==> src/rtl/upa_pkg.sv <==
// Shared types and constants for the ultrasonic proximity alarm.
// No dependencies; the RTL files that use it refer to it by scoped names, the test files import it.
`default_nettype none

package upa_pkg;

  // Configuration port
  localparam int CFG_IDX_W  = 3;
  localparam int CFG_DATA_W = 18;

  typedef enum logic [CFG_IDX_W-1:0] {
    CFG_TRIG_WIDTH    = 3'd0,
    CFG_ECHO_TIMEOUT  = 3'd1,
    CFG_MEASURE_GAP   = 3'd2,
    CFG_BURST_TOGGLES = 3'd3,
    CFG_BURST_PAUSE   = 3'd4,
    CFG_SILENT_PAUSE  = 3'd5
  } cfg_idx_t;

  // Field and state widths
  localparam int TRIG_W  = 8;
  localparam int TOUT_W  = 16;
  localparam int CNT_W   = 18;
  localparam int TOG_W   = 6;
  localparam int WIDTH_W = 16;
  localparam int TONE_W  = 10;
  localparam int HALF_W  = 12;

  // Register reset values
  localparam logic [TRIG_W-1:0] TRIG_WIDTH_RST    = 8'd10;
  localparam logic [TOUT_W-1:0] ECHO_TIMEOUT_RST  = 16'd30000;
  localparam logic [CNT_W-1:0]  MEASURE_GAP_RST   = 18'd150000;
  localparam logic [TOG_W-1:0]  BURST_TOGGLES_RST = 6'd40;
  localparam logic [CNT_W-1:0]  BURST_PAUSE_RST   = 18'd10000;
  localparam logic [CNT_W-1:0]  SILENT_PAUSE_RST  = 18'd100000;

  // Divider: 20-bit dividend, 10-bit divisor, two quotient bits per cycle
  localparam int DVD_W     = 20;
  localparam int DSR_W     = 10;
  localparam int DIV_STEPS = DVD_W / 2;
  localparam int STEP_W    = $clog2(DIV_STEPS);

  // Width to tone mapping: (TONE_NUM - TONE_K*w) / 1000 for 0 < w <= WIDTH_MAX;
  // the divide is a multiply by TONE_RECIP = ceil(2^TONE_SHIFT / 1000) and a shift
  localparam logic [DVD_W-1:0]   TONE_NUM   = 20'd800000;
  localparam logic [DVD_W-1:0]   TONE_K     = 20'd686;
  localparam logic [DVD_W-1:0]   TONE_RECIP = 20'd536871;
  localparam int                 TONE_SHIFT = 29;
  localparam logic [WIDTH_W-1:0] WIDTH_MAX  = 16'd874;
  localparam logic [DVD_W-1:0]   HALF_NUM   = 20'd500000;

  typedef struct packed {
    logic range_step;   // run one tick of the ranging unit, latch echo result
    logic tone_prep;    // register the tone dividend
    logic div_start;    // launch the half-period division
    logic tone_load;    // capture the reciprocal product as latest tone
    logic half_load;    // capture divider quotient as latest half period
    logic tone_step;    // run one tick of the tone unit, load output register
  } upa_cmd_t;

  typedef struct packed {
    logic meas_done;    // ranging tick in progress completes a measurement
    logic div_busy;
    logic div_done;
  } upa_stat_t;

endpackage

`default_nettype wire

==> src/rtl/upa_in_if.sv <==
// Input channel: one microsecond tick with the sampled echo level.
// Depends on nothing.
`default_nettype none

interface upa_in_if;
  logic valid;
  logic ready;
  logic echo_level;

  modport source (output valid, output echo_level, input ready);
  modport sink   (input valid, input echo_level, output ready);
endinterface

`default_nettype wire

==> src/rtl/upa_out_if.sv <==
// Result channel: pin levels and measurement status for one tick.
// Depends on upa_pkg for field widths.
`default_nettype none

interface upa_out_if;
  logic                          valid;
  logic                          ready;
  logic                          trigger_out;
  logic                          alarm_out;
  logic                          measure_done;
  logic [upa_pkg::WIDTH_W-1:0]   echo_width_us;
  logic [upa_pkg::TONE_W-1:0]    tone_hz;

  modport source (output valid, output trigger_out, output alarm_out, output measure_done,
                  output echo_width_us, output tone_hz, input ready);
  modport sink   (input valid, input trigger_out, input alarm_out, input measure_done,
                  input echo_width_us, input tone_hz, output ready);
endinterface

`default_nettype wire

==> src/rtl/upa_cfg_if.sv <==
// Configuration write channel: register index and write data.
// Depends on upa_pkg for widths.
`default_nettype none

interface upa_cfg_if;
  logic                             valid;
  logic                             ready;
  logic [upa_pkg::CFG_IDX_W-1:0]    index;
  logic [upa_pkg::CFG_DATA_W-1:0]   data;

  modport source (output valid, output index, output data, input ready);
  modport sink   (input valid, input index, input data, output ready);
endinterface

`default_nettype wire

==> src/rtl/ultrasonic_proximity_alarm.sv <==
// Top level of the ultrasonic proximity alarm: sequencer plus datapath.
// Depends on upa_pkg, upa_in_if, upa_out_if, upa_cfg_if, upa_ctrl, upa_datapath.
//
//  channel  dir  payload                                          handshake
//  in_ch    in   echo_level                                       valid/ready
//  out_ch   out  trigger_out alarm_out measure_done               valid/ready
//                echo_width_us tone_hz
//  cfg_ch   in   index data                                       valid/ready
//
// A tick without a completed measurement is accepted, then the tone-unit step
// loads the result register. A tick that completes a measurement first gets its
// tone (registered dividend, then reciprocal multiply) and then runs the ten
// steps of the 2-bit-per-cycle half-period divider. rst_n is synchronous;
// all config registers return to their defaults. A stalled result holds the
// sequencer in its last step, and no new tick is taken until that step is done.
`default_nettype none

module ultrasonic_proximity_alarm (
  input  wire logic  clk,
  input  wire logic  rst_n,
  upa_in_if.sink     in_ch,
  upa_out_if.source  out_ch,
  upa_cfg_if.sink    cfg_ch
);

  upa_pkg::upa_cmd_t  cmd;
  upa_pkg::upa_stat_t stat;

  assign cfg_ch.ready = 1'b1;

  upa_ctrl u_ctrl (
    .clk       (clk),
    .rst_n     (rst_n),
    .in_valid  (in_ch.valid),
    .in_ready  (in_ch.ready),
    .out_valid (out_ch.valid),
    .out_ready (out_ch.ready),
    .stat      (stat),
    .cmd       (cmd)
  );

  upa_datapath u_dp (
    .clk           (clk),
    .rst_n         (rst_n),
    .cfg_we        (cfg_ch.valid && cfg_ch.ready),
    .cfg_index     (cfg_ch.index),
    .cfg_data      (cfg_ch.data),
    .echo_level    (in_ch.echo_level),
    .cmd           (cmd),
    .stat          (stat),
    .trigger_out   (out_ch.trigger_out),
    .alarm_out     (out_ch.alarm_out),
    .measure_done  (out_ch.measure_done),
    .echo_width_us (out_ch.echo_width_us),
    .tone_hz       (out_ch.tone_hz)
  );

  // trigger phase and measurement completion never share a tick
  a_trig_not_done: assert property (@(posedge clk) disable iff (!rst_n)
    out_ch.valid |-> !(out_ch.trigger_out && out_ch.measure_done))
    else $error("trigger and measure_done both set");

  // a timeout or missing echo must map to silence
  a_zero_width_silent: assert property (@(posedge clk) disable iff (!rst_n)
    (out_ch.valid && out_ch.measure_done && out_ch.echo_width_us == '0)
      |-> (out_ch.tone_hz == '0))
    else $error("zero echo width produced a tone");

  a_tone_range: assert property (@(posedge clk) disable iff (!rst_n)
    out_ch.valid |-> (out_ch.tone_hz <= 10'd800))
    else $error("tone out of range");

  // the divider is only launched when idle
  a_div_start_idle: assert property (@(posedge clk) disable iff (!rst_n)
    cmd.div_start |-> !stat.div_busy)
    else $error("divider started while busy");

endmodule

`default_nettype wire

==> src/rtl/upa_div.sv <==
// Restoring unsigned divider, two quotient bits per cycle.
// Depends on upa_pkg for operand widths and step count.
`default_nettype none

module upa_div (
  input  wire logic                        clk,
  input  wire logic                        rst_n,
  input  wire logic                        start,
  input  wire logic [upa_pkg::DVD_W-1:0]   dividend,
  input  wire logic [upa_pkg::DSR_W-1:0]   divisor,
  output logic                             busy,
  output logic                             done,
  output logic [upa_pkg::DVD_W-1:0]        quotient
);

  localparam int DVD_W = upa_pkg::DVD_W;
  localparam int DSR_W = upa_pkg::DSR_W;

  logic                         busy_r;
  logic                         done_r;
  logic [upa_pkg::STEP_W-1:0]   step_r;
  logic [DVD_W-1:0]             dq_r, dq_nxt;
  logic [DSR_W-1:0]             rem_r, rem_nxt;
  logic [DSR_W-1:0]             dsr_r;
  logic [DSR_W:0]               s1, s2;

  // returns {quotient bit, new remainder}
  function automatic logic [DSR_W:0] div_step(input logic [DSR_W-1:0] rem,
                                              input logic nb,
                                              input logic [DSR_W-1:0] dsr);
    logic [DSR_W:0] trial;
    logic [DSR_W:0] diff;
    trial = {rem, nb};
    diff  = trial - {1'b0, dsr};
    if (trial >= {1'b0, dsr}) begin
      return {1'b1, diff[DSR_W-1:0]};
    end
    return {1'b0, trial[DSR_W-1:0]};
  endfunction

  always_comb begin
    s1      = div_step(rem_r, dq_r[DVD_W-1], dsr_r);
    s2      = div_step(s1[DSR_W-1:0], dq_r[DVD_W-2], dsr_r);
    rem_nxt = s2[DSR_W-1:0];
    dq_nxt  = {dq_r[DVD_W-3:0], s1[DSR_W], s2[DSR_W]};
  end

  always_ff @(posedge clk) begin
    if (!rst_n) begin
      busy_r <= 1'b0;
      done_r <= 1'b0;
      step_r <= '0;
    end else begin
      done_r <= 1'b0;
      if (start) begin
        busy_r <= 1'b1;
        step_r <= '0;
        dq_r   <= dividend;
        dsr_r  <= divisor;
        rem_r  <= '0;
      end else if (busy_r) begin
        dq_r  <= dq_nxt;
        rem_r <= rem_nxt;
        if (step_r == upa_pkg::STEP_W'(upa_pkg::DIV_STEPS - 1)) begin
          busy_r <= 1'b0;
          done_r <= 1'b1;
        end else begin
          step_r <= step_r + 1'b1;
        end
      end
    end
  end

  assign busy     = busy_r;
  assign done     = done_r;
  assign quotient = dq_r;

endmodule

`default_nettype wire

==> src/rtl/upa_ctrl.sv <==
// Sequencer: accepts ticks, runs the tone and half-period computation after a
// measurement, and hands finished results to the output register. Depends on upa_pkg.
`default_nettype none

module upa_ctrl (
  input  wire logic               clk,
  input  wire logic               rst_n,
  input  wire logic               in_valid,
  output logic                    in_ready,
  output logic                    out_valid,
  input  wire logic               out_ready,
  input  wire upa_pkg::upa_stat_t stat,
  output upa_pkg::upa_cmd_t       cmd
);

  typedef enum logic [2:0] {
    S_IDLE,
    S_TONE_PREP,
    S_TONE_LOAD,
    S_DIV_HALF,
    S_FINISH
  } state_t;

  state_t state_r, state_nxt;
  logic   out_valid_r, out_valid_nxt;

  always_comb begin
    cmd       = '0;
    state_nxt = state_r;
    case (state_r)
      S_IDLE: begin
        if (in_valid) begin
          cmd.range_step = 1'b1;
          state_nxt      = stat.meas_done ? S_TONE_PREP : S_FINISH;
        end
      end
      S_TONE_PREP: begin
        cmd.tone_prep = 1'b1;
        state_nxt     = S_TONE_LOAD;
      end
      S_TONE_LOAD: begin
        // tone is ready; it is also the divisor of the half-period division
        cmd.tone_load = 1'b1;
        cmd.div_start = 1'b1;
        state_nxt     = S_DIV_HALF;
      end
      S_DIV_HALF: begin
        if (stat.div_done) begin
          cmd.half_load = 1'b1;
          state_nxt     = S_FINISH;
        end
      end
      S_FINISH: begin
        if (!out_valid_r || out_ready) begin
          cmd.tone_step = 1'b1;
          state_nxt     = S_IDLE;
        end
      end
      default: state_nxt = S_IDLE;
    endcase

    if (cmd.tone_step) begin
      out_valid_nxt = 1'b1;
    end else if (out_ready) begin
      out_valid_nxt = 1'b0;
    end else begin
      out_valid_nxt = out_valid_r;
    end
  end

  always_ff @(posedge clk) begin
    if (!rst_n) begin
      state_r     <= S_IDLE;
      out_valid_r <= 1'b0;
    end else begin
      state_r     <= state_nxt;
      out_valid_r <= out_valid_nxt;
    end
  end

  assign in_ready  = (state_r == S_IDLE);
  assign out_valid = out_valid_r;

endmodule

`default_nettype wire

==> src/rtl/upa_datapath.sv <==
// Datapath: configuration registers, ranging counters, tone unit,
// half-period divider and the result payload register. Depends on upa_pkg, upa_div.
`default_nettype none

module upa_datapath (
  input  wire logic                           clk,
  input  wire logic                           rst_n,
  input  wire logic                           cfg_we,
  input  wire logic [upa_pkg::CFG_IDX_W-1:0]  cfg_index,
  input  wire logic [upa_pkg::CFG_DATA_W-1:0] cfg_data,
  input  wire logic                           echo_level,
  input  wire upa_pkg::upa_cmd_t              cmd,
  output upa_pkg::upa_stat_t                  stat,
  output logic                                trigger_out,
  output logic                                alarm_out,
  output logic                                measure_done,
  output logic [upa_pkg::WIDTH_W-1:0]         echo_width_us,
  output logic [upa_pkg::TONE_W-1:0]          tone_hz
);

  localparam int CNT_W   = upa_pkg::CNT_W;
  localparam int WIDTH_W = upa_pkg::WIDTH_W;
  localparam int TONE_W  = upa_pkg::TONE_W;
  localparam int HALF_W  = upa_pkg::HALF_W;
  localparam int TOG_W   = upa_pkg::TOG_W;
  localparam int DVD_W   = upa_pkg::DVD_W;

  typedef enum logic [1:0] {PH_TRIG, PH_RISE, PH_FALL, PH_GAP} range_ph_t;
  typedef enum logic [1:0] {TP_WAIT, TP_BURST, TP_BPAUSE, TP_SPAUSE} tone_ph_t;

  // configuration
  logic [upa_pkg::TRIG_W-1:0] trig_width_r;
  logic [upa_pkg::TOUT_W-1:0] echo_timeout_r;
  logic [CNT_W-1:0]           measure_gap_r;
  logic [TOG_W-1:0]           burst_toggles_r;
  logic [CNT_W-1:0]           burst_pause_r;
  logic [CNT_W-1:0]           silent_pause_r;

  always_ff @(posedge clk) begin
    if (!rst_n) begin
      trig_width_r    <= upa_pkg::TRIG_WIDTH_RST;
      echo_timeout_r  <= upa_pkg::ECHO_TIMEOUT_RST;
      measure_gap_r   <= upa_pkg::MEASURE_GAP_RST;
      burst_toggles_r <= upa_pkg::BURST_TOGGLES_RST;
      burst_pause_r   <= upa_pkg::BURST_PAUSE_RST;
      silent_pause_r  <= upa_pkg::SILENT_PAUSE_RST;
    end else if (cfg_we) begin
      case (cfg_index)
        upa_pkg::CFG_TRIG_WIDTH:    trig_width_r    <= cfg_data[upa_pkg::TRIG_W-1:0];
        upa_pkg::CFG_ECHO_TIMEOUT:  echo_timeout_r  <= cfg_data[upa_pkg::TOUT_W-1:0];
        upa_pkg::CFG_MEASURE_GAP:   measure_gap_r   <= cfg_data[CNT_W-1:0];
        upa_pkg::CFG_BURST_TOGGLES: burst_toggles_r <= cfg_data[TOG_W-1:0];
        upa_pkg::CFG_BURST_PAUSE:   burst_pause_r   <= cfg_data[CNT_W-1:0];
        upa_pkg::CFG_SILENT_PAUSE:  silent_pause_r  <= cfg_data[CNT_W-1:0];
        default: ;
      endcase
    end
  end

  // ---------------- ranging unit ----------------
  range_ph_t          range_phase_r, range_phase_nxt;
  logic [CNT_W-1:0]   range_count_r, range_count_nxt;
  logic [CNT_W:0]     cnt_inc;
  logic [WIDTH_W-1:0] rise_time_r, rise_time_nxt;
  logic [WIDTH_W-1:0] last_width_r, last_width_nxt;
  logic               trig_c, done_c;
  logic               trig_r, meas_done_r;

  always_comb begin
    range_phase_nxt = range_phase_r;
    range_count_nxt = range_count_r;
    rise_time_nxt   = rise_time_r;
    last_width_nxt  = last_width_r;
    trig_c          = 1'b0;
    done_c          = 1'b0;

    if (range_phase_nxt == PH_GAP && range_count_nxt >= measure_gap_r) begin
      range_phase_nxt = PH_TRIG;
      range_count_nxt = '0;
    end
    cnt_inc = {1'b0, range_count_nxt} + 1'b1;

    case (range_phase_nxt)
      PH_TRIG: begin
        trig_c = 1'b1;
        if (cnt_inc >= (CNT_W+1)'(trig_width_r)) begin
          range_phase_nxt = PH_RISE;
          range_count_nxt = '0;
        end else begin
          range_count_nxt = cnt_inc[CNT_W-1:0];
        end
      end
      PH_RISE: begin
        if (echo_level) begin
          rise_time_nxt   = range_count_nxt[WIDTH_W-1:0];
          range_phase_nxt = PH_FALL;
          range_count_nxt = cnt_inc[CNT_W-1:0];
        end else if (cnt_inc >= (CNT_W+1)'(echo_timeout_r)) begin
          last_width_nxt = '0;
          done_c         = 1'b1;
        end else begin
          range_count_nxt = cnt_inc[CNT_W-1:0];
        end
      end
      PH_FALL: begin
        if (!echo_level) begin
          last_width_nxt = range_count_nxt[WIDTH_W-1:0] - rise_time_r;
          done_c         = 1'b1;
        end else if (cnt_inc >= (CNT_W+1)'(echo_timeout_r)) begin
          last_width_nxt = '0;
          done_c         = 1'b1;
        end else begin
          range_count_nxt = cnt_inc[CNT_W-1:0];
        end
      end
      default: range_count_nxt = cnt_inc[CNT_W-1:0];
    endcase

    if (done_c) begin
      range_phase_nxt = PH_GAP;
      range_count_nxt = '0;
    end
  end

  always_ff @(posedge clk) begin
    if (!rst_n) begin
      range_phase_r <= PH_TRIG;
      range_count_r <= '0;
      rise_time_r   <= '0;
      last_width_r  <= '0;
      trig_r        <= 1'b0;
      meas_done_r   <= 1'b0;
    end else if (cmd.range_step) begin
      range_phase_r <= range_phase_nxt;
      range_count_r <= range_count_nxt;
      rise_time_r   <= rise_time_nxt;
      last_width_r  <= last_width_nxt;
      trig_r        <= trig_c;
      meas_done_r   <= done_c;
    end
  end

  // ---------------- tone computation ----------------
  logic                  width_ok;
  logic [DVD_W-1:0]      width_prod;
  logic [DVD_W-1:0]      tone_dividend;
  logic [DVD_W-1:0]      tone_num_r;
  logic [2*DVD_W-1:0]    tone_prod;
  logic [TONE_W-1:0]     tone_calc;
  logic [DVD_W-1:0]      quotient;
  logic                  div_busy, div_done;
  logic [TONE_W-1:0]     latest_tone_r;
  logic [HALF_W-1:0]     latest_half_r;

  assign width_ok      = (last_width_r != '0) && (last_width_r <= upa_pkg::WIDTH_MAX);
  assign width_prod    = upa_pkg::TONE_K * DVD_W'(last_width_r[TONE_W-1:0]);
  assign tone_dividend = width_ok ? (upa_pkg::TONE_NUM - width_prod) : '0;

  // divide by 1000 as a multiply by the rounded-up reciprocal; exact for any 20-bit dividend
  assign tone_prod = {{DVD_W{1'b0}}, tone_num_r} * {{DVD_W{1'b0}}, upa_pkg::TONE_RECIP};
  assign tone_calc = tone_prod[upa_pkg::TONE_SHIFT +: TONE_W];

  // half period = 500000 / tone; the quotient is junk for tone 0 but never used then
  upa_div u_div (
    .clk      (clk),
    .rst_n    (rst_n),
    .start    (cmd.div_start),
    .dividend (upa_pkg::HALF_NUM),
    .divisor  (tone_calc),
    .busy     (div_busy),
    .done     (div_done),
    .quotient (quotient)
  );

  always_ff @(posedge clk) begin
    if (!rst_n) begin
      tone_num_r    <= '0;
      latest_tone_r <= '0;
      latest_half_r <= '0;
    end else begin
      if (cmd.tone_prep) begin
        tone_num_r <= tone_dividend;
      end
      if (cmd.tone_load) begin
        latest_tone_r <= tone_calc;
      end
      if (cmd.half_load) begin
        latest_half_r <= (quotient[HALF_W-1:0] == '0) ? HALF_W'(1) : quotient[HALF_W-1:0];
      end
    end
  end

  // ---------------- tone unit ----------------
  tone_ph_t          tone_phase_r, tone_phase_nxt;
  logic [CNT_W-1:0]  tone_count_r, tone_count_nxt;
  logic [CNT_W:0]    tcnt_inc;
  logic [TOG_W-1:0]  toggles_r, toggles_nxt;
  logic [HALF_W-1:0] half_period_r, half_period_nxt;
  logic              alarm_r, alarm_nxt;
  logic              take;
  logic [CNT_W-1:0]  pause_len;

  always_comb begin
    tone_phase_nxt  = tone_phase_r;
    tone_count_nxt  = tone_count_r;
    toggles_nxt     = toggles_r;
    half_period_nxt = half_period_r;
    alarm_nxt       = alarm_r;
    take            = 1'b0;
    tcnt_inc        = {1'b0, tone_count_r} + 1'b1;
    pause_len       = (tone_phase_r == TP_BPAUSE) ? burst_pause_r : silent_pause_r;

    case (tone_phase_r)
      TP_WAIT: take = meas_done_r;
      TP_BURST: begin
        if (tcnt_inc >= (CNT_W+1)'(half_period_r)) begin
          tone_count_nxt = '0;
          if (toggles_r >= burst_toggles_r) begin
            tone_phase_nxt = TP_BPAUSE;
          end else begin
            alarm_nxt   = ~alarm_r;
            toggles_nxt = toggles_r + 1'b1;
          end
        end else begin
          tone_count_nxt = tcnt_inc[CNT_W-1:0];
        end
      end
      default: begin
        if (tone_count_r >= pause_len) begin
          take = 1'b1;
        end else begin
          tone_count_nxt = tcnt_inc[CNT_W-1:0];
        end
      end
    endcase

    if (take) begin
      tone_count_nxt = '0;
      if (latest_tone_r != '0) begin
        half_period_nxt = latest_half_r;
        alarm_nxt       = ~alarm_r;
        toggles_nxt     = TOG_W'(1);
        tone_phase_nxt  = TP_BURST;
      end else begin
        alarm_nxt      = 1'b0;
        tone_phase_nxt = TP_SPAUSE;
      end
    end
  end

  always_ff @(posedge clk) begin
    if (!rst_n) begin
      tone_phase_r  <= TP_WAIT;
      tone_count_r  <= '0;
      toggles_r     <= '0;
      half_period_r <= '0;
      alarm_r       <= 1'b0;
    end else if (cmd.tone_step) begin
      tone_phase_r  <= tone_phase_nxt;
      tone_count_r  <= tone_count_nxt;
      toggles_r     <= toggles_nxt;
      half_period_r <= half_period_nxt;
      alarm_r       <= alarm_nxt;
    end
  end

  // ---------------- result register ----------------
  logic               out_trig_r, out_alarm_r, out_done_r;
  logic [WIDTH_W-1:0] out_width_r;
  logic [TONE_W-1:0]  out_tone_r;

  always_ff @(posedge clk) begin
    if (cmd.tone_step) begin
      out_trig_r  <= trig_r;
      out_alarm_r <= alarm_nxt;
      out_done_r  <= meas_done_r;
      out_width_r <= last_width_r;
      out_tone_r  <= latest_tone_r;
    end
  end

  assign trigger_out   = out_trig_r;
  assign alarm_out     = out_alarm_r;
  assign measure_done  = out_done_r;
  assign echo_width_us = out_width_r;
  assign tone_hz       = out_tone_r;

  always_comb begin
    stat.meas_done = done_c;
    stat.div_busy  = div_busy;
    stat.div_done  = div_done;
  end

endmodule

`default_nettype wire

==> src/flat_wrapper.sv <==
// flat-port wrapper written by rule: the top's interface ports become plain ports
module ultrasonic_proximity_alarm_flat 
  (clk, rst_n, in_ch_valid, in_ch_echo_level, in_ch_ready, out_ch_valid, out_ch_trigger_out, out_ch_alarm_out, out_ch_measure_done, out_ch_echo_width_us, out_ch_tone_hz, out_ch_ready, cfg_ch_valid, cfg_ch_index, cfg_ch_data, cfg_ch_ready);
  upa_in_if in_ch_i ();
  upa_out_if out_ch_i ();
  upa_cfg_if cfg_ch_i ();
  input  wire logic clk;
  input  wire logic rst_n;
  input wire logic [$bits(in_ch_i.valid)-1:0] in_ch_valid;
  input wire logic [$bits(in_ch_i.echo_level)-1:0] in_ch_echo_level;
  output wire logic [$bits(in_ch_i.ready)-1:0] in_ch_ready;
  output wire logic [$bits(out_ch_i.valid)-1:0] out_ch_valid;
  output wire logic [$bits(out_ch_i.trigger_out)-1:0] out_ch_trigger_out;
  output wire logic [$bits(out_ch_i.alarm_out)-1:0] out_ch_alarm_out;
  output wire logic [$bits(out_ch_i.measure_done)-1:0] out_ch_measure_done;
  output wire logic [$bits(out_ch_i.echo_width_us)-1:0] out_ch_echo_width_us;
  output wire logic [$bits(out_ch_i.tone_hz)-1:0] out_ch_tone_hz;
  input wire logic [$bits(out_ch_i.ready)-1:0] out_ch_ready;
  input wire logic [$bits(cfg_ch_i.valid)-1:0] cfg_ch_valid;
  input wire logic [$bits(cfg_ch_i.index)-1:0] cfg_ch_index;
  input wire logic [$bits(cfg_ch_i.data)-1:0] cfg_ch_data;
  output wire logic [$bits(cfg_ch_i.ready)-1:0] cfg_ch_ready;
  assign in_ch_i.valid = in_ch_valid;
  assign in_ch_i.echo_level = in_ch_echo_level;
  assign in_ch_ready = in_ch_i.ready;
  assign out_ch_valid = out_ch_i.valid;
  assign out_ch_trigger_out = out_ch_i.trigger_out;
  assign out_ch_alarm_out = out_ch_i.alarm_out;
  assign out_ch_measure_done = out_ch_i.measure_done;
  assign out_ch_echo_width_us = out_ch_i.echo_width_us;
  assign out_ch_tone_hz = out_ch_i.tone_hz;
  assign out_ch_i.ready = out_ch_ready;
  assign cfg_ch_i.valid = cfg_ch_valid;
  assign cfg_ch_i.index = cfg_ch_index;
  assign cfg_ch_i.data = cfg_ch_data;
  assign cfg_ch_ready = cfg_ch_i.ready;
  ultrasonic_proximity_alarm u_core (.clk(clk), .rst_n(rst_n), .in_ch(in_ch_i), .out_ch(out_ch_i), .cfg_ch(cfg_ch_i));
endmodule
==> config.mk <==
export PLATFORM = sky130hd
export DESIGN_NAME = ultrasonic_proximity_alarm_flat
export DESIGN_NICKNAME = d
export VERILOG_FILES = /design/src/rtl/upa_pkg.sv /design/src/rtl/upa_in_if.sv /design/src/rtl/upa_out_if.sv /design/src/rtl/upa_cfg_if.sv /design/src/rtl/ultrasonic_proximity_alarm.sv /design/src/rtl/upa_div.sv /design/src/rtl/upa_ctrl.sv /design/src/rtl/upa_datapath.sv /design/src/flat_wrapper.sv
export SDC_FILE = /design/constraint.sdc
export NUM_CORES = 1
export LEC_CHECK = 0
export BUFFER_PORTS_ARGS = -buffer_cell sky130_fd_sc_hd__buf_4
export CAP_MARGIN = 10
export CORE_ASPECT_RATIO = 0.8
export CORE_UTILIZATION = 45
export DETAILED_ROUTE_END_ITERATION = 7
export PLACE_DENSITY = 0.71
export SYNTH_ARGS = -nofsm -noshare
export SYNTH_HDL_FRONTEND = slang
export SYNTH_SLANG_ARGS = --single-unit
==> constraint.sdc <==
create_clock -name clk -period 17.17 [get_ports clk]
set_clock_uncertainty 0.1 [all_clocks]
set_input_delay 1.717 -clock clk [delete_from_list [all_inputs] [get_ports clk]]
set_output_delay 1.717 -clock clk [all_outputs]
set_load 0.02 [all_outputs]
* After elaboration in Yosys (flattened, before gate mapping) *
Index checks and enable logic that the tools add are counted.

operators by class
  bitwise operators = 4
  muxes and demuxes = 72
  add/subtract/negate cells = 8
  $mul = 2
  shift operators = 0
  $lt $le $gt $ge = 9
  div/mod/pow operators = 0
  equal/unequal tests = 21
  reduce and logical (&&, ||, !) cells = 34

operators with widths
  cell                                                              number
  two-way mux 18 bit                                                10
  case mux 18 bit (3 select lines)                                  1
  two-way mux 16 bit                                                3
  two-way mux 11 bit                                                4
  two-way mux 20 bit                                                2
  multiplier 20 x 20 -> 39 bit, second input constant               1
  adder 18 x 1 -> 19 bit, second input constant                     2
  >= comparator 18 bit                                              2
  case mux 18 bit (2 select lines)                                  1
  case mux 16 bit (2 select lines)                                  1
  two-way mux 6 bit                                                 5
  two-way mux 1 bit                                                 25
  >= comparator 11 x 10 -> 1 bit                                    2
  two-way mux 2 bit                                                 10
  subtractor 10 bit                                                 2
  subtractor 20 bit, first input constant                           1
  >= comparator 19 x 12 -> 1 bit                                    1
  >= comparator 19 x 16 -> 1 bit                                    1
  >= comparator 19 x 8 -> 1 bit                                     1
  multiplier 9 x 10 -> 19 bit, first input constant                 1
  AND reduction 2 bit                                               9
  less-or-equal comparator 16 x 10 -> 1 bit, second input constant  1
  nonzero test 16 bit                                               1
  subtractor 16 bit                                                 1
  other kinds (30)                                                  62

word-level totals
  word-level logic and storage cells = 183
  ROM bits = 0
  input port bits = 27
  memories kept = 0
  register bits = 298
  bits in latches = 0
  memory bits (writable) = 0

* Logic depth before layout (Yosys ltp) *
  word-level depth = 11
  depth in mapped cells = 31
  depth with buffers taken out = 27

* Modules after synthesis *
Synthesis repeated with hierarchy kept, for this count alone.

second synthesis, totals
  cells, all modules = 2582
  area total of the unflattened synthesis = 23279.8 um2

by module, submodules not included
  module                      sequential area each (um2)  cells each  area an instance (um2)  times used
  upa_datapath                5235.0                      2282        20051.7                 1
  upa_div                     1321.3                      265         2961.6                  1
  upa_ctrl                    80.1                        33          255.2                   1
  ultrasonic_proximity_alarm  0.0                         2           11.3                    1

* Worst setup path before layout *
Ideal clock, no wire load.

  path type = flip-flop to flip-flop
  from = reg u_core.u_dp.tone_num_r[4]
  to = reg u_core.u_dp.latest_tone_r[9]
  data required time = 16.953 ns
  setup time = 0.117 ns
  arrival time = 5.384 ns
  stages on the path, launching flop included = 21
  path slack = 11.569 ns
  cell sequence = dfxtp_1 ha_1 ha_1 inv_1 fa_1 inv_1 ha_1 fa_1 fa_1 fa_1 ha_1 a21oi_1 o21ai_0 a211oi_1 o22ai_1 o22a_1 a41o_1 o41a_1 a21oi_1 xnor2_1 a22o_1

on the way
  cells in the longest elaborated chain, start to end = 1

ends and longest elaborated chain
  what                           line                 source
  start: declaration             upa_datapath.sv:147  logic [DVD_W-1:0] tone_num_r;
  start signal: assignment       upa_datapath.sv:182  tone_num_r <= tone_dividend;
  multiplier 20 x 20 -> 39 bit   upa_datapath.sv:160  assign tone_prod = {{DVD_W{1'b0}}, tone_num_r} * {{DVD_W{1'b0}}, upa_pkg::TONE_RECIP};
  via u_core.u_dp.tone_prod[38]  upa_datapath.sv:148  logic [2*DVD_W-1:0] tone_prod;
  end signal: assignment         upa_datapath.sv:185  latest_tone_r <= tone_calc;
  end: declaration               upa_datapath.sv:152  logic [TONE_W-1:0] latest_tone_r;

The timed path passes the listed nets, and every way through them passes these cells.
A chain may end at the register's enable or synchronous reset.

* Worst setup path in the final report *
  from = reg u_core.u_dp.tone_num_r[1]
  to = reg u_core.u_dp.latest_tone_r[9]

Same word-level chain as after synthesis.

==> impl_metrics.yaml <==
status:
  status: "finished, final reports clean"
yosys:
  synth_xor_area_share_pct: 3.65
  yosysUniqueCellTypes: 90
  synth-compound-area-share_pct: 13.4
  synth-edff-count: 69
  synth_nets: 2979
  yosys.area_share.simple_pct: 14.9
  ys.flop_type: "dfxtp_1"
  netlist_instances: 2491
  ys_async_sr_fraction_pct: 0
  synth_warnings: 0
  syn-mean-instance-area_um2: 9.05
  synth-seq-cells: 297
  seq_area_frac_synth_pct: 29.4
  muxShareOfSynthArea_pct: 2.36
  synth_top_family_by_area: "adder cells"
  synthesis.area_um2: 22500
  synth_fa_ha_area_share_pct: 29.4
cts:
  cts_buffers: 31
  clk_pin_slew_worst_paths_ps: 60
  cts_tree: "yes"
  cts_buffer_depth: 3
  cts-root-buf: "clkbuf_16"
  post-cts-setup-buffers: 0
  h-tree-depth: 1
  post_cts_resized: 0
  hold_buffers: 0
  cts.sinks: 297
  worstSkewPairLatency_ps: 580
floorplanning:
  die_h_um: 202
  die_w_um: 252
  core_area_um2: 48900
  ios: 59
  initial_core_util_pct: 46.1
  placementRows: 72
  die_area_um2: 51000
finish:
  final_area_um2: 24700
  final_common_cell: "ha_1"
  layout-drive-gt1-share_pct: 6.69
  diodes: 0
  multiInputGateArea_um2: 14400
  fillerInstances: 4471
  area_growth_syn_to_layout_pct: 9.49
  nets: 3006
  layout_common_cells: "ha_1 (350), inv_1 (331), nand2_1 (280)"
  seq_area_um2: 6640
routing:
  drc_errors: 0
  avgRoutedWirePerCell_um: 17.0
  drtIter0Drc: 1388
  vias: 17669
  firstDrtPassIters: 5
  ant_nets: 0
  wl_um: 54600
  vias_per_cell: 5.51
critical_path:
  worstPathMaxFanout: 6
  r2r-start: "u_core.u_dp.tone_num_r[1]"
  r2r_setup_slack_ps: 10460
  cp_top_family: "adder cells"
  r2r-end: "u_core.u_dp.latest_tone_r[9]"
  path_buf_inv: 4
  critPathKind: "flip-flop to flip-flop"
  endpoint: "u_core.u_dp.latest_tone_r[9]"
  startpoint: "u_core.u_dp.tone_num_r[1]"
  worstSetupPathDepth: 22
  required_ps: 17530
  slowest_delay_ps: 610
  worst_setup_path_start_kind: "flip-flop"
  worstPathArrival_ps: 7060
  slowest_stage: "a211oi_1"
  end_kind: "flip-flop"
  r2r_cells: 22
  path_cells: "ha_1 > ha_1 > inv_1 > fa_1 > inv_1 > ha_1 > inv_1 > fa_1 > inv_1 > fa_1 > fa_1 > ha_1 > nor2_1 > nand4_1 > a211oi_1 > o22ai_1 > o22a_1 > a41o_1 > o41a_1 > a21oi_1 > xnor2_1 > a22o_1"
timing:
  rsz0062_at_grt: "no"
  fin_crit_sh_pct: 39.1
  hold_slack_ps: 356
  drv_slew: 0
  min_period_ps: 6710
  setup_tns_ps: 0
  finalSetupViolations: 0
  timing_hold_violations_final: 0
  maxSlewHeadroom_pct: 29.0
  max_freq_mhz: 149
  worstMarginPinSlew_ps: 1060
global_route:
  grt_pass1_vias: 17319
  grt_overflow: 0
  grt_usage_pct: 21.5
  grt_max_degree: 62
  antenna_found_initial: 0
  grt_pass1_wl_um: 89700
pwr:
  power_density_nw_per_um2: 61.3
  p_sw_mw: 0.341
  p_sw_share_pct: 22.5
  clkPwrFrac_pct: 46.6
  p_leak_nw: 11.7
  p_int_mw: 1.17
  power_mw: 1.51
  p_seq_share_pct: 48.2
  combPwrFrac_pct: 5.2
  vdd_drop_max_mv: 0.0526
min_path:
  min_path_type: "flip-flop to flip-flop"
run:
  maxCapViolCount: 0
placement:
  dpl_cell_area_um2: 23600
  place_congestion: 0.900
  portBuffers: 57
  post-dp-hpwl_um: 42100
-- cells by family (layout without fill, tap and decap cells) --
kind of cell,Yosys count,after routing
simple gates,714,714
fa+ha+maj,463,463
compound gates,461,461
buf+inv,409,459
flops,297,297
xor+xnor,94,94
mux,52,52
other cells,1,1
-- final cells by class --
class	instances	share of cell area (%)
clock inverters	14	0.806
repair buffers	71	2.18
well taps	666	3.38
flip-flops and latches	297	26.9
inverters	332	5.06
clock buffers	42	3.47
multi-input cells	1785	58.2
-- metrics by stage --
step / instances / util (%) / setup slack [ps]
3_5_place_dp: 3150 / 48.3 / 10510
4_1_cts: 3206 / 50.4 / 10460
2_1_floorplan: 2491 / - / 11570
5_1_grt: 3207 / 50.5 / 10170
6_report: 3207 / 50.5 / 10460
3_3_place_gp: 3150 / 48.3 / 10610
-- Yosys cell counts (all sizes together), types with 8 or more instances --
cell      n  area [µm²]
ha      350        4380
inv     332        1250
nand2   280        1050
dfxtp   228        4560
nor2    158         596
a21oi   152         761
fa      111        2220
o21ai    71         355
edfxtp   69        2070
clkbuf   67         251
nand3    65         330
xnor2    59         517
a22oi    42         345
mux2i    42         420
nor2b    37         231
xor2     35         307
nor3     33         181
a31oi    30         188
nand4    27         181
a21o     24         180
o211ai   22         165
nand2b   21         131
a211oi   16         120
and3     16         100
and2     15        96.4
o21a     15         113
or3      14        92.6
or2      12        75.1
or4      12        93.8
nor4     11        75.1
buf      10        61.3
mux2     10         113
o31ai     9        67.6
a22o      8        70.1
-- power groups by stage --
stage	clock, mW	combinational (mW)	sequential (mW)
5_1_grt	0.742	0.0858	0.730
3_5_place_dp	0	0.0775	0.744
4_1_cts	0.715	0.0778	0.729
2_1_floorplan	0	0.0416	0.748
6_report	0.704	0.0789	0.729
3_3_place_gp	0	0.0762	0.744
-- how the worst min path moves through the flow --
stage / startpoint / endpoint / slack [ps] / cells after the start
finish: u_core.u_dp.rise_time_r[6] / u_core.u_dp.rise_time_r[6] / 360 / 2
floorplan: u_core.u_dp.trig_r / u_core.u_dp.trigger_out / 300 / 0
detailed placement: u_core.u_dp.trig_r / u_core.u_dp.trigger_out / 340 / 0
global placement: u_core.u_dp.silent_pause_r[0] / u_core.u_dp.silent_pause_r[0] / 340 / 2
CTS: u_core.u_dp.silent_pause_r[6] / u_core.u_dp.silent_pause_r[6] / 350 / 2
global route: u_core.u_dp.burst_pause_r[6] / u_core.u_dp.burst_pause_r[6] / 370 / 2
-- metal layers --
metal	GRT usage, %	share of wire (%)
met1	32.0	50
met3	3.48	6.2
met4	3.90	1.7
met2	32.8	43
met5	0	0
-- state kept, by name, indices dropped and copies added (netlist names), 4 cells and up --
name	flops
u_core.u_dp.tone_hz	10
u_core.u_dp.echo_timeout_r	16
u_core.u_dp.u_div.quotient	20
u_core.u_dp.latest_half_r	12
u_core.u_dp.burst_pause_r	18
u_core.u_dp.u_div.rem_r	10
u_core.u_dp.half_period_r	12
u_core.u_dp.burst_toggles_r	6
u_core.u_dp.trig_width_r	8
u_core.u_dp.u_div.dsr_r	10
u_core.u_dp.latest_tone_r	10
u_core.u_dp.range_count_r	18
u_core.u_dp.tone_count_r	18
u_core.u_dp.last_width_r	16
u_core.u_dp.echo_width_us	16
u_core.u_dp.measure_gap_r	18
u_core.u_dp.tone_num_r	19
u_core.u_dp.toggles_r	6
u_core.u_dp.u_div.step_r	4
u_core.u_dp.rise_time_r	16
u_core.u_dp.silent_pause_r	18
-- worst reg2reg max path: stages (launching register included) --
cell,delay (ps)
dfxtp_1,550
ha_1,260
ha_1,190
inv_1,70
fa_1,540
inv_1,50
ha_1,280
inv_1,70
fa_1,530
inv_1,50
fa_1,570
fa_1,430
ha_1,230
nor2_1,150
nand4_1,170
a211oi_1,610
o22ai_1,270
o22a_1,270
a41o_1,290
o41a_1,350
a21oi_1,190
xnor2_1,140
a22o_1,250
(Power assumes the default switching activity.)
